===== config.mk =====
export PLATFORM = sky130hd
export DESIGN_NAME = lidar_sector_merge_sequencer
export DESIGN_NICKNAME = d
export VERILOG_FILES = /design/src/rtl/core/lsms_pkg.sv /design/src/rtl/core/lidar_sector_merge_sequencer.sv
export VERILOG_INCLUDE_DIRS = /design/src /design/src/rtl/core
export SDC_FILE = /design/constraint.sdc
export NUM_CORES = 1
export LEC_CHECK = 0
export BUFFER_PORTS_ARGS = -buffer_cell sky130_fd_sc_hd__buf_2
export CORE_MARGIN = 2
export CORE_UTILIZATION = 50
export CTS_BUF_LIST = sky130_fd_sc_hd__clkbuf_16
export DETAILED_ROUTE_END_ITERATION = 10
export PLACE_DENSITY = 0.72
export SYNTH_ARGS = -nofsm -noshare
export SYNTH_HDL_FRONTEND = slang
export SYNTH_SLANG_ARGS = --single-unit

===== constraint.sdc =====
create_clock -name clk -period 3.05 [get_ports clk]
set_clock_uncertainty 0.05 [all_clocks]
set_input_delay 0.61 -clock clk [delete_from_list [all_inputs] [get_ports clk]]
set_output_delay 0.61 -clock clk [all_outputs]
set_load 0.1 [all_outputs]

===== src/rtl/core/lidar_sector_merge_sequencer_defines.svh =====
// Assertion macros for the lidar sector merge sequencer.
// Included by the RTL files that carry concurrent assertions; no other dependencies.
`ifndef LIDAR_SECTOR_MERGE_SEQUENCER_DEFINES_SVH
`define LIDAR_SECTOR_MERGE_SEQUENCER_DEFINES_SVH

`ifndef NO_ASSERTIONS

// Check that a property holds at every clock edge outside reset
`define LSMS_ASSERT(lbl, clk, rstn, prop) \
	lbl: assert property (@(posedge clk) disable iff (!rstn) (prop)) \
		else $error("lsms assertion failed");

// Check that a condition never holds outside reset
`define LSMS_ASSERT_NEVER(lbl, clk, rstn, cond) \
	lbl: assert property (@(posedge clk) disable iff (!rstn) !(cond)) \
		else $error("lsms forbidden condition seen");

`else

`define LSMS_ASSERT(lbl, clk, rstn, prop)
`define LSMS_ASSERT_NEVER(lbl, clk, rstn, cond)

`endif

`endif


===== src/rtl/core/lsms_pkg.sv =====
// Package for the lidar sector merge sequencer: field widths, register indexes,
// reset values and fixed window bounds. No dependencies.
package lsms_pkg;

	// Field widths
	localparam int ANGLE_W = 12;
	localparam int RANGE_W = 14;
	localparam int STEER_W = 8;
	localparam int SPEED_W = 16;
	localparam int TICK_W  = 8;
	localparam int COUNT_W = TICK_W + 1;
	localparam int CFG_IDX_W  = 3;
	localparam int CFG_DATA_W = 16;

	// Register indexes
	localparam logic [CFG_IDX_W-1:0] REG_MERGE_SPEED     = 3'd0;
	localparam logic [CFG_IDX_W-1:0] REG_STEER_LEFT      = 3'd1;
	localparam logic [CFG_IDX_W-1:0] REG_STEER_STRAIGHT  = 3'd2;
	localparam logic [CFG_IDX_W-1:0] REG_WAIT_TICKS      = 3'd3;
	localparam logic [CFG_IDX_W-1:0] REG_REAR_ANGLE_MIN  = 3'd4;
	localparam logic [CFG_IDX_W-1:0] REG_REAR_ANGLE_MAX  = 3'd5;
	localparam logic [CFG_IDX_W-1:0] REG_REAR_RANGE_MIN  = 3'd6;
	localparam logic [CFG_IDX_W-1:0] REG_FRONT_RANGE_MIN = 3'd7;

	// Register reset values
	localparam logic [SPEED_W-1:0]        RST_MERGE_SPEED     = 16'd650;
	localparam logic [STEER_W-1:0]        RST_STEER_LEFT      = 8'd61;
	localparam logic [STEER_W-1:0]        RST_STEER_STRAIGHT  = 8'd85;
	localparam logic [TICK_W-1:0]         RST_WAIT_TICKS      = 8'd8;
	localparam logic signed [ANGLE_W-1:0] RST_REAR_ANGLE_MIN  = 12'sd800;
	localparam logic signed [ANGLE_W-1:0] RST_REAR_ANGLE_MAX  = 12'sd1800;
	localparam logic [RANGE_W-1:0]        RST_REAR_RANGE_MIN  = 14'd400;
	localparam logic [RANGE_W-1:0]        RST_FRONT_RANGE_MIN = 14'd200;

	// Sequencer steering command right after reset
	localparam logic [STEER_W-1:0] RST_STEER_CMD = 8'd85;

	// Fixed window and completion bounds (tenths of a degree, millimetres)
	localparam logic signed [ANGLE_W-1:0] FRONT_ANGLE_MIN = -12'sd150;
	localparam logic signed [ANGLE_W-1:0] FRONT_ANGLE_MAX = 12'sd300;
	localparam logic [RANGE_W-1:0]        RANGE_MAX_MM    = 14'd800;
	localparam logic [RANGE_W-1:0]        DONE_RANGE_HI   = 14'd300;
	localparam logic [RANGE_W-1:0]        DONE_RANGE_LO   = 14'd100;

endpackage


===== src/rtl/core/lidar_sector_merge_sequencer.sv =====
// Top level of the lidar sector merge sequencer: point window filter and merge sequencer.
// Depends on lsms_pkg and lidar_sector_merge_sequencer_defines.svh.

// One lidar point is taken per clock unless a scan-ending point is held in the input
// register. An accepted point lands in an input register; from there the window
// compares, the kept range and the sequencer step are done and, on the last point of a
// scan, a result goes into the output register. Points that do not end a scan never
// wait on the output side; a scan-ending point waits in the input register only
// while the previous result is still held by the consumer. Configuration is taken
// through cfg_we / cfg_index / cfg_data and must only be written while no point is in
// flight and no result is pending.
`include "lidar_sector_merge_sequencer_defines.svh"

module lidar_sector_merge_sequencer (
	input  logic                                     clk,
	input  logic                                     arst_n,
	// Configuration write port
	input  logic                                     cfg_we,
	input  logic [lsms_pkg::CFG_IDX_W-1:0]           cfg_index,
	input  logic [lsms_pkg::CFG_DATA_W-1:0]          cfg_data,
	// Point input channel
	input  logic                                     in_valid,
	output logic                                     in_ready,
	input  logic signed [lsms_pkg::ANGLE_W-1:0]      point_angle,
	input  logic [lsms_pkg::RANGE_W-1:0]             point_range,
	input  logic                                     point_valid,
	input  logic                                     scan_last,
	// Result channel
	output logic                                     out_valid,
	input  logic                                     out_ready,
	output logic [lsms_pkg::STEER_W-1:0]             steer_cmd,
	output logic [lsms_pkg::SPEED_W-1:0]             speed_cmd,
	output logic                                     merge_done,
	output logic [lsms_pkg::RANGE_W-1:0]             scan_range
);

	// Configuration registers
	logic [lsms_pkg::SPEED_W-1:0]        merge_speed_q;
	logic [lsms_pkg::STEER_W-1:0]        steer_left_q;
	logic [lsms_pkg::STEER_W-1:0]        steer_straight_q;
	logic [lsms_pkg::TICK_W-1:0]         wait_ticks_q;
	logic signed [lsms_pkg::ANGLE_W-1:0] rear_angle_min_q;
	logic signed [lsms_pkg::ANGLE_W-1:0] rear_angle_max_q;
	logic [lsms_pkg::RANGE_W-1:0]        rear_range_min_q;
	logic [lsms_pkg::RANGE_W-1:0]        front_range_min_q;

	// Input stage
	logic                                valid_s1;
	logic signed [lsms_pkg::ANGLE_W-1:0] angle_s1;
	logic [lsms_pkg::RANGE_W-1:0]        range_s1;
	logic                                point_valid_s1;
	logic                                last_s1;

	// Sequencer state
	logic [lsms_pkg::RANGE_W-1:0]        window_range_q;
	logic                                waiting_q;
	logic                                merge_drive_q;
	logic                                left_seen_q;
	logic                                finished_q;
	logic                                front_on_q;
	logic [lsms_pkg::COUNT_W-1:0]        tick_q;
	logic [lsms_pkg::STEER_W-1:0]        steer_q;
	logic [lsms_pkg::SPEED_W-1:0]        speed_q;
	logic                                done_q;

	// Output register
	logic                                out_valid_q;
	logic [lsms_pkg::STEER_W-1:0]        steer_out_q;
	logic [lsms_pkg::SPEED_W-1:0]        speed_out_q;
	logic                                done_out_q;
	logic [lsms_pkg::RANGE_W-1:0]        range_out_q;

	// Datapath signals
	logic                                out_free;
	logic                                s1_fire;
	logic                                in_fire;
	logic                                hit_front;
	logic                                hit_rear;
	logic                                hit;
	logic [lsms_pkg::RANGE_W-1:0]        d;
	logic                                within_wait;
	logic                                waiting_d;
	logic                                merge_drive_d;
	logic                                left_seen_d;
	logic                                finished_d;
	logic                                front_on_d;
	logic [lsms_pkg::COUNT_W-1:0]        tick_d;
	logic [lsms_pkg::STEER_W-1:0]        steer_d;
	logic [lsms_pkg::SPEED_W-1:0]        speed_d;
	logic                                done_d;

	// Handshake: a non-final point never needs the output slot
	assign out_free = !out_valid_q || out_ready;
	assign s1_fire  = valid_s1 && (!last_s1 || out_free);
	assign in_ready = !valid_s1 || s1_fire;
	assign in_fire  = in_valid && in_ready;

	// Configuration writes
	always_ff @(posedge clk or negedge arst_n) begin
		if (!arst_n) begin
			merge_speed_q     <= lsms_pkg::RST_MERGE_SPEED;
			steer_left_q      <= lsms_pkg::RST_STEER_LEFT;
			steer_straight_q  <= lsms_pkg::RST_STEER_STRAIGHT;
			wait_ticks_q      <= lsms_pkg::RST_WAIT_TICKS;
			rear_angle_min_q  <= lsms_pkg::RST_REAR_ANGLE_MIN;
			rear_angle_max_q  <= lsms_pkg::RST_REAR_ANGLE_MAX;
			rear_range_min_q  <= lsms_pkg::RST_REAR_RANGE_MIN;
			front_range_min_q <= lsms_pkg::RST_FRONT_RANGE_MIN;
		end else if (cfg_we) begin
			unique case (cfg_index)
				lsms_pkg::REG_MERGE_SPEED: begin
					merge_speed_q <= cfg_data[lsms_pkg::SPEED_W-1:0];
				end
				lsms_pkg::REG_STEER_LEFT: begin
					steer_left_q <= cfg_data[lsms_pkg::STEER_W-1:0];
				end
				lsms_pkg::REG_STEER_STRAIGHT: begin
					steer_straight_q <= cfg_data[lsms_pkg::STEER_W-1:0];
				end
				lsms_pkg::REG_WAIT_TICKS: begin
					wait_ticks_q <= cfg_data[lsms_pkg::TICK_W-1:0];
				end
				lsms_pkg::REG_REAR_ANGLE_MIN: begin
					rear_angle_min_q <= $signed(cfg_data[lsms_pkg::ANGLE_W-1:0]);
				end
				lsms_pkg::REG_REAR_ANGLE_MAX: begin
					rear_angle_max_q <= $signed(cfg_data[lsms_pkg::ANGLE_W-1:0]);
				end
				lsms_pkg::REG_REAR_RANGE_MIN: begin
					rear_range_min_q <= cfg_data[lsms_pkg::RANGE_W-1:0];
				end
				lsms_pkg::REG_FRONT_RANGE_MIN: begin
					front_range_min_q <= cfg_data[lsms_pkg::RANGE_W-1:0];
				end
				default: begin
				end
			endcase
		end
	end

	// Input register: hold the point until it is processed
	always_ff @(posedge clk or negedge arst_n) begin
		if (!arst_n) begin
			valid_s1 <= 1'b0;
		end else if (in_ready) begin
			valid_s1 <= in_valid;
		end
	end

	always_ff @(posedge clk) begin
		if (in_fire) begin
			angle_s1       <= point_angle;
			range_s1       <= point_range;
			point_valid_s1 <= point_valid;
			last_s1        <= scan_last;
		end
	end

	// Window test on the active window, all bounds inclusive
	assign hit_front = (angle_s1 >= lsms_pkg::FRONT_ANGLE_MIN)
		&& (angle_s1 <= lsms_pkg::FRONT_ANGLE_MAX)
		&& (range_s1 <= lsms_pkg::RANGE_MAX_MM)
		&& (range_s1 >= front_range_min_q);
	assign hit_rear = (angle_s1 >= rear_angle_min_q)
		&& (angle_s1 <= rear_angle_max_q)
		&& (range_s1 <= lsms_pkg::RANGE_MAX_MM)
		&& (range_s1 >= rear_range_min_q);
	assign hit = front_on_q ? hit_front : hit_rear;
	assign d   = (point_valid_s1 && hit) ? range_s1 : window_range_q;

	assign within_wait = tick_q <= {1'b0, wait_ticks_q};

	// Sequencer step taken at the end of a scan
	always_comb begin
		waiting_d     = waiting_q;
		merge_drive_d = merge_drive_q;
		left_seen_d   = left_seen_q;
		finished_d    = finished_q;
		front_on_d    = front_on_q;
		tick_d        = tick_q;
		steer_d       = steer_q;
		speed_d       = speed_q;
		done_d        = done_q;

		priority if ((d != '0) && !waiting_q && !merge_drive_q && !finished_q) begin
			waiting_d = 1'b1;
		end else if (waiting_q) begin
			// Pull out to the left while the count runs, then start the merge drive
			priority if (within_wait && (d == '0)) begin
				steer_d     = steer_left_q;
				speed_d     = merge_speed_q;
				left_seen_d = 1'b1;
				tick_d      = tick_q + 1'b1;
			end else if (within_wait && left_seen_q) begin
				steer_d = steer_left_q;
				speed_d = merge_speed_q;
				tick_d  = tick_q + 1'b1;
			end else if (!within_wait) begin
				merge_drive_d = 1'b1;
				waiting_d     = 1'b0;
			end else begin
				// Blocked pull-out: hold everything
			end
		end else if (merge_drive_q && !finished_q) begin
			front_on_d = 1'b1;
			steer_d    = steer_straight_q;
			speed_d    = merge_speed_q;
		end else begin
		end

		// Flag completion once the gap ahead closes into the target band
		if (merge_drive_d && !waiting_d && (d < lsms_pkg::DONE_RANGE_HI)
				&& (d > lsms_pkg::DONE_RANGE_LO)) begin
			done_d     = 1'b1;
			finished_d = 1'b1;
		end
	end

	// State update: kept range every point, sequencer only at scan end
	always_ff @(posedge clk or negedge arst_n) begin
		if (!arst_n) begin
			window_range_q <= '0;
			waiting_q      <= 1'b0;
			merge_drive_q  <= 1'b0;
			left_seen_q    <= 1'b0;
			finished_q     <= 1'b0;
			front_on_q     <= 1'b0;
			tick_q         <= '0;
			steer_q        <= lsms_pkg::RST_STEER_CMD;
			speed_q        <= '0;
			done_q         <= 1'b0;
		end else if (s1_fire) begin
			if (last_s1) begin
				window_range_q <= '0;
				waiting_q      <= waiting_d;
				merge_drive_q  <= merge_drive_d;
				left_seen_q    <= left_seen_d;
				finished_q     <= finished_d;
				front_on_q     <= front_on_d;
				tick_q         <= tick_d;
				steer_q        <= steer_d;
				speed_q        <= speed_d;
				done_q         <= done_d;
			end else begin
				window_range_q <= d;
			end
		end
	end

	// Output register: load on a scan-ending transaction, drop when taken
	always_ff @(posedge clk or negedge arst_n) begin
		if (!arst_n) begin
			out_valid_q <= 1'b0;
		end else if (s1_fire && last_s1) begin
			out_valid_q <= 1'b1;
		end else if (out_ready) begin
			out_valid_q <= 1'b0;
		end
	end

	always_ff @(posedge clk) begin
		if (s1_fire && last_s1) begin
			steer_out_q <= steer_d;
			speed_out_q <= speed_d;
			done_out_q  <= done_d;
			range_out_q <= d;
		end
	end

	assign out_valid  = out_valid_q;
	assign steer_cmd  = steer_out_q;
	assign speed_cmd  = speed_out_q;
	assign merge_done = done_out_q;
	assign scan_range = range_out_q;

	// Sequencer consistency checks
	`LSMS_ASSERT_NEVER(a_wait_and_drive, clk, arst_n, waiting_q && merge_drive_q)
	`LSMS_ASSERT_NEVER(a_finish_needs_drive, clk, arst_n, finished_q && !merge_drive_q)
	`LSMS_ASSERT_NEVER(a_front_needs_drive, clk, arst_n, front_on_q && !merge_drive_q)
	`LSMS_ASSERT(a_done_tracks_finish, clk, arst_n, done_q == finished_q)

endmodule


After elaboration in Yosys (flattened, before gate mapping) --
Cells that the tools add are included.
Storage, ports and cells: register bits 214, output and inout port bits 41, word-level logic and storage cells 123
Cells by class: magnitude comparators 10, reduce and logical (&&, ||, !) cells 47, bitwise logic cells 2, equality and inequality tests 7, add/subtract/negate cells 1, mux-type cells 28
Operator list (number):
- 2-to-1 mux 16 bit | 5
- 2-to-1 mux 8 bit | 5
- >= comparator 14 bit | 2
- 2-to-1 mux 14 bit | 2
- logical AND 1 bit | 19
- 2-to-1 mux 9 bit | 2
- AND reduction 2 bit | 9
- AND reduction 5 bit | 3
- greater-than comparator 14 x 7 -> 1 bit, second input constant | 1
- less-or-equal comparator 14 x 10 -> 1 bit, second input constant | 1
- logical NOT 14 bit | 1
- < comparator 14 x 9 -> 1 bit, second input constant | 1
- 2-to-1 mux 1 bit | 14
- nonzero test 14 bit | 1
- == test 3 bit, second input constant | 4
- >= comparator 12 bit | 1
- >= comparator 12 x 9 -> 1 bit, second input constant | 1
- less-or-equal comparator 12 x 10 -> 1 bit, second input constant | 1
- less-or-equal comparator 12 bit | 1
- adder 9 x 1 -> 9 bit, second input constant | 1
- less-or-equal comparator 9 x 8 -> 1 bit | 1
- logical NOT 1 bit | 7
- == test 3 x 2 -> 1 bit, second input constant | 2
- nonzero test 2 bit | 2
- other kinds (5) | 8

Depth between registers and ports, before layout --
depth after elaboration 17, depth in mapped cells 11, depth with buffers taken out 10

Worst setup path before layout --
OpenSTA, ideal clock, no wires.
path type reg-to-reg, start point register out_valid_q, in the netlist out_valid, end point register speed_q[10] in the netlist's numbering, arrival time 3.334 ns, stages on the path, launching flop included 10, setup slack -0.459 ns, period minus slack after synthesis 3.509 ns, setup time 0.125 ns, path through dfrtp_1 inv_1 o31ai_1 inv_1 nand2_1 inv_1 nand2_1 o22ai_4 buf_6 mux2_4
On the way: longest elaborated chain between the ends 5
Ends and longest elaborated chain:
- start, declared | line lidar_sector_merge_sequencer.sv:67 | logic out_valid_q;
- start signal, assigned | line lidar_sector_merge_sequencer.sv:253 | out_valid_q <= 1'b0;
- start signal, assigned | line lidar_sector_merge_sequencer.sv:255 | out_valid_q <= 1'b1;
- start signal, assigned | line lidar_sector_merge_sequencer.sv:257 | out_valid_q <= 1'b0;
- logical NOT 1 bit | line lidar_sector_merge_sequencer.sv:93 | assign out_free = !out_valid_q || out_ready;
- logical OR 1 bit | line lidar_sector_merge_sequencer.sv:93
- logical OR 1 bit | line lidar_sector_merge_sequencer.sv:94 | assign s1_fire = valid_s1 && (!last_s1 || out_free);
- logical AND 1 bit | line lidar_sector_merge_sequencer.sv:94
- AND reduction 2 bit (no source line)
- end signal, assigned | line lidar_sector_merge_sequencer.sv:242 | speed_q <= speed_d;
- end, declared | line lidar_sector_merge_sequencer.sv:63 | logic [lsms_pkg::SPEED_W-1:0] speed_q;
No other way between the ends. A chain may end at the register's enable or synchronous reset.

Final worst setup path --
start point register rear_angle_min_q[9] in the netlist's numbering, end point register speed_out_q (netlist bit speed_cmd[13]), data pin
On the way: longest elaborated chain between the ends 12, elaborated cells between the ends (all ways) 16
Ends and longest elaborated chain:
- start, declared | line lidar_sector_merge_sequencer.sv:42 | logic signed [lsms_pkg::ANGLE_W-1:0] rear_angle_min_q;
- start signal, assigned | line lidar_sector_merge_sequencer.sv:105 | rear_angle_min_q <= lsms_pkg::RST_REAR_ANGLE_MIN;
- start signal, assigned | line lidar_sector_merge_sequencer.sv:124 | rear_angle_min_q <= $signed(cfg_data[lsms_pkg::ANGLE_W-1:0]);
- >= comparator 12 bit * | line lidar_sector_merge_sequencer.sv:164 | assign hit_rear = (angle_s1 >= rear_angle_min_q)
- logical AND 1 bit * | line lidar_sector_merge_sequencer.sv:165 | && (angle_s1 <= rear_angle_max_q)
- logical AND 1 bit * | line lidar_sector_merge_sequencer.sv:166 | && (range_s1 <= lsms_pkg::RANGE_MAX_MM)
- logical AND 1 bit * | line lidar_sector_merge_sequencer.sv:167 | && (range_s1 >= rear_range_min_q);
- 2-to-1 mux 1 bit * | line lidar_sector_merge_sequencer.sv:168 | assign hit = front_on_q ? hit_front : hit_rear;
- logical AND 1 bit * | line lidar_sector_merge_sequencer.sv:169 | assign d = (point_valid_s1 && hit) ? range_s1 : window_range_q;
- 2-to-1 mux 14 bit * | line lidar_sector_merge_sequencer.sv:169
- logical NOT 14 bit or nonzero test 14 bit (tied branches) | line lidar_sector_merge_sequencer.sv:189, lidar_sector_merge_sequencer.sv:185
- logical AND 1 bit, on equally long branches | line lidar_sector_merge_sequencer.sv:189, lidar_sector_merge_sequencer.sv:185
- 2-to-1 mux 16 bit or logical AND 1 bit (tied branches) | line lidar_sector_merge_sequencer.sv:189, lidar_sector_merge_sequencer.sv:185
- 2-to-1 mux 16 bit or logical AND 1 bit (tied branches) | line lidar_sector_merge_sequencer.sv:187, lidar_sector_merge_sequencer.sv:185
- 2-to-1 mux 16 bit * | line lidar_sector_merge_sequencer.sv:185 | priority if ((d != '0) && !waiting_q && !merge_drive_q && !finished_q) begin
- net speed_d (one bit) | line lidar_sector_merge_sequencer.sv:89 | logic [lsms_pkg::SPEED_W-1:0] speed_d;
- end signal, assigned | line lidar_sector_merge_sequencer.sv:264 | speed_out_q <= speed_d;
- end, declared | line lidar_sector_merge_sequencer.sv:69 | logic [lsms_pkg::SPEED_W-1:0] speed_out_q;
Mark *: on every way through the listed nets, which the timed path passes. The rest lies on a longest branch.

==> impl_metrics.toml <==
[logic_synthesis]
synthDistinctLibCells = 71
yosysSeqAreaShare_pct = 55.2
synth_enable_flop_cells = 67
syn_nets = 919
synth.area.mux_share_pct = 15.1
synth_warnings = 0
synth-seq-cells = 214
synthXorXnorAreaFrac_pct = 0.663
synthSimpleGateAreaFrac_pct = 7.45
synth_compound_area_share_pct = 10.4
synth_top_family_by_area = "multiplexers"
syn_area_um2 = 10400
syn_inst = 806
synthAdderAreaFrac_pct = 7.35
syn_avg_cell_area_um2 = 12.9
synth_top_flop_cell = "dfrtp_1"
async_reset_ff_share_pct = 68.7

[cells_and_area]
drive_gt1_share_pct = 43.1
final_nets = 1112
areaGrowthSynthToFinish_pct = 27.1
fin_area_um2 = 13200
antenna_cells = 0

[critical_path]
start_kind = "flip-flop"
worst_setup_path_end_kind = "flip-flop"
worstPathArrival_ps = 3560
worstSetupPathType = "flip-flop to flip-flop"
path_max_fanout = 9
worstReg2RegStart = "rear_angle_min_q[9]"
rr_endpoint = "speed_cmd[13]"
rrSetupSlack_ps = -300
critPathRequiredTime_ps = 3260
reg2reg_depth = 11

[routing]
totalWireLength_um = 23800
wire_per_inst_um = 18.5
drc = 0
detail-route-antenna-nets = 0
drtIter0Drc = 342
vias_per_cell = 5.50
firstDrtPassIters = 4
vias = 7079

[global_routing]
grt_pass1_vias = 7351
antenna_found_initial = 0
grt_usage_pct = 21.9
grt_remaining_overflow = 0
grt_pass1_wl_um = 38100
grt_max_degree = 60

[cts]
cts_root_buf = "clkbuf_16"
clock-sinks = 214
ctsHoldBuffers = 0
cts-buffers-inserted = 24
clock_latency_ps = 510
clk_pin_slew_worst_paths_ps = 60
cts_buffer_depth = 3
htree_levels = 1
cts_tree = "built"

[pwr]
powerDensity_nw_per_um2 = 809
pwr-share-seq_pct = 37.8
power.share.clock_pct = 30.1
p_switching_mw = 3.41
ir_drop_mv = 0.496
intPower_mw = 7.26
leakage_nw = 5.88
switching_share_pct = 32.0
comb_power_share_pct = 32.2

[die]
std_cell_rows = 52
die_area_um2 = 21900
die_h_um = 148
die_w_um = 148
initial_core_util_pct = 51.1
ioPinCount = 93
core-area_um2 = 20300

[place]
hpwlAfterDp_um = 15900
place.port_buffers = 92
postPlaceCellArea_um2 = 11900
place_congestion = 0.855
place_ws_ps = -331

[timing]
hold_viol_final = 0
fin_crit_sh_pct = 110
worst_slew_pin_slew_ps = 696
rsz0062_at_grt = "true"
slew_headroom_pct = 53.4
setup_viol = 78
finalSetupTns_ps = -15130
period_needed_ps = 3350
clock.fmax_ghz = 0.298
timing.final.max_slew_violations = 0
worst_slack_ps = -301

[hold_path]
hp-class = "primary input to asynchronous set/reset pin"

[outcome]
status = "finished, violations left"
violations = "setup timing"

[job]
drv_cap = 0
## logic make-up (layout without fill, tap and decap cells)
group                    after synthesis  in the layout
AND/OR/NAND/NOR                      147            147
multiplexers                         134            134
AO/OA/AOI/OAI                        143            143
buffers and inverters                100            311
adder cells (fa/ha/maj)               61             61
XOR/XNOR                               7              7
flip-flops                           214            214
## power groups by stage
| stage | clock network [mW] | registers (mW) | logic (mW) |
|---|---|---|---|
| 2_1_floorplan | 0 | 4.56 | 1.78 |
| 6_report | 3.21 | 4.03 | 3.43 |
| 5_1_grt | 3.39 | 4.10 | 3.69 |
| 4_1_cts | 3.27 | 4.02 | 3.30 |
| 3_3_place_gp | 0 | 4.04 | 3.10 |
| 3_5_place_dp | 0 | 4.06 | 3.19 |
## state kept, by name, summed over array words and instances (netlist names), 8 cells and up
name / flops
front_range_min_q: 14
angle_s1: 12
merge_speed_q: 16
rear_range_min_q: 14
scan_range: 14
speed_q: 16
rear_angle_max_q: 12
range_s1: 14
tick_q: 9
steer_straight_q: 8
speed_cmd: 16
window_range_q: 14
wait_ticks_q: 8
steer_cmd: 8
steer_left_q: 8
rear_angle_min_q: 12
steer_q: 8
## timing repair
item	4_1_cts	5_1_grt
cloned	1	0
pin swaps	2	7
resized for setup	44	29
setup buffers	2	3
setup endpoints to repair	82	90
## how the worst max path moves through the flow
| stage | from | to | slack, ps | depth (start not counted) |
|---|---|---|---|---|
| after floorplan | rear_angle_min_q[5] | speed_cmd[10] | -180 | 11 |
| after global placement | rear_angle_min_q[9] | speed_cmd[13] | -260 | 11 |
| after detailed placement | rear_angle_min_q[9] | speed_cmd[10] | -330 | 11 |
| after CTS | rear_angle_min_q[8] | steer_cmd[1] | -310 | 13 |
| after global routing | rear_angle_min_q[8] | steer_cmd[4] | -430 | 13 |
| final | rear_angle_min_q[9] | speed_cmd[13] | -300 | 11 |
## area by class of cell
| class | instances | area, um2 |
|---|---|---|
| clock buffer | 25 | 626 |
| clock inverter | 19 | 263 |
| fill | 1562 | 7110 |
| inverter | 78 | 297 |
| multi-input combinational | 492 | 4590 |
| sequential | 214 | 5730 |
| tap | 270 | 338 |
| timing repair buffer | 189 | 1350 |
## Yosys cell counts (all sizes together) (3+ instances only)
| cell type | n | area share (%) |
|---|---|---|
| o21bai | 3 | 0.22 |
| or2 | 4 | 0.24 |
| o31ai | 11 | 0.80 |
| and4 | 4 | 0.34 |
| dfrtp | 116 | 28 |
| mux2 | 124 | 14 |
| o21ai | 35 | 1.7 |
| nand4b | 4 | 0.34 |
| xor2 | 4 | 0.34 |
| a31oi | 3 | 0.24 |
| o2111ai | 3 | 0.25 |
| xnor2 | 3 | 0.33 |
| nand3 | 7 | 0.34 |
| nand4 | 8 | 0.48 |
| nor3 | 11 | 0.53 |
| nor4 | 5 | 0.36 |
| a21o | 12 | 0.88 |
| or3 | 7 | 0.42 |
| o22a | 9 | 0.76 |
| inv | 78 | 2.8 |
| nand2 | 53 | 1.9 |
| o211ai | 5 | 0.36 |
| buf | 8 | 0.54 |
| o22ai | 8 | 0.61 |
| a21oi | 15 | 0.76 |
| dfstp | 31 | 7.8 |
| nand2b | 6 | 0.36 |
| a221o | 4 | 0.39 |
| clkbuf | 14 | 0.51 |
| edfxtp | 67 | 19 |
| o21a | 8 | 0.58 |
| and2 | 11 | 0.66 |
| nor3b | 4 | 0.29 |
| mux2i | 10 | 1.0 |
| a221oi | 8 | 0.67 |
| and3 | 3 | 0.18 |
| nor2 | 15 | 0.54 |
| ha | 61 | 7.4 |
## worst max-delay path: stages, from the launching register on
cell,delay [ps]
dfstp_2,520
inv_2,50
ha_4,260
nand4_1,170
a2111oi_4,260
o41ai_2,130
a311o_1,330
o31a_2,410
mux2i_2,190
a22oi_4,210
buf_8,200
mux2_4,310
## placed cells by master (no fill, tap or decap), drive strengths merged, types with 4 or more instances in the layout
| master | netlist | routed |
|---|---|---|
| and4 | 4 | 4 |
| a21o | 12 | 12 |
| edfxtp | 67 | 67 |
| nand4b | 4 | 4 |
| o21ai | 35 | 35 |
| nor3 | 11 | 11 |
| nor4 | 5 | 5 |
| o211ai | 5 | 5 |
| inv | 78 | 82 |
| nand3 | 7 | 7 |
| clkbuf | 14 | 25 |
| nand2 | 53 | 53 |
| o21a | 8 | 8 |
| and2 | 11 | 11 |
| dfrtp | 116 | 116 |
| o31ai | 11 | 11 |
| nand2b | 6 | 6 |
| mux2i | 10 | 10 |
| nor3b | 4 | 4 |
| a221oi | 8 | 8 |
| xor2 | 4 | 4 |
| nor2 | 15 | 15 |
| ha | 61 | 61 |
| bufinv | 0 | 7 |
| or3 | 7 | 7 |
| or2 | 4 | 4 |
| clkinv | 0 | 6 |
| dfstp | 31 | 31 |
| a221o | 4 | 4 |
| o22ai | 8 | 8 |
| nand4 | 8 | 8 |
| a21oi | 15 | 15 |
| buf | 8 | 189 |
| o22a | 9 | 9 |
| mux2 | 124 | 124 |
## routing by layer
layer | vias to the layer above | track usage, % | routed length [um]
met4 | 0 | 6.43 | 630
met5 | - | 0 | 0
met2 | 158 | 37.9 | 11900
met1 | 3533 | 28.9 | 10300
met3 | 44 | 3.01 | 894
li1 | 3344 | - | -
## stage by stage
| step | utilization (%) | cells | hold WS [ps] | total power, mW |
|---|---|---|---|---|
| after global routing | 65.0 | 1287 | 52.6 | 11.2 |
| after global placement | 58.5 | 1238 | 383 | 7.13 |
| after CTS | 64.2 | 1285 | 33.3 | 10.6 |
| final | 65.0 | 1287 | 18.2 | 10.7 |
| after detailed placement | 58.5 | 1238 | 391 | 7.25 |
| after floorplan | - | 806 | 264 | 6.33 |
Power figures use the tool's default switching activity.
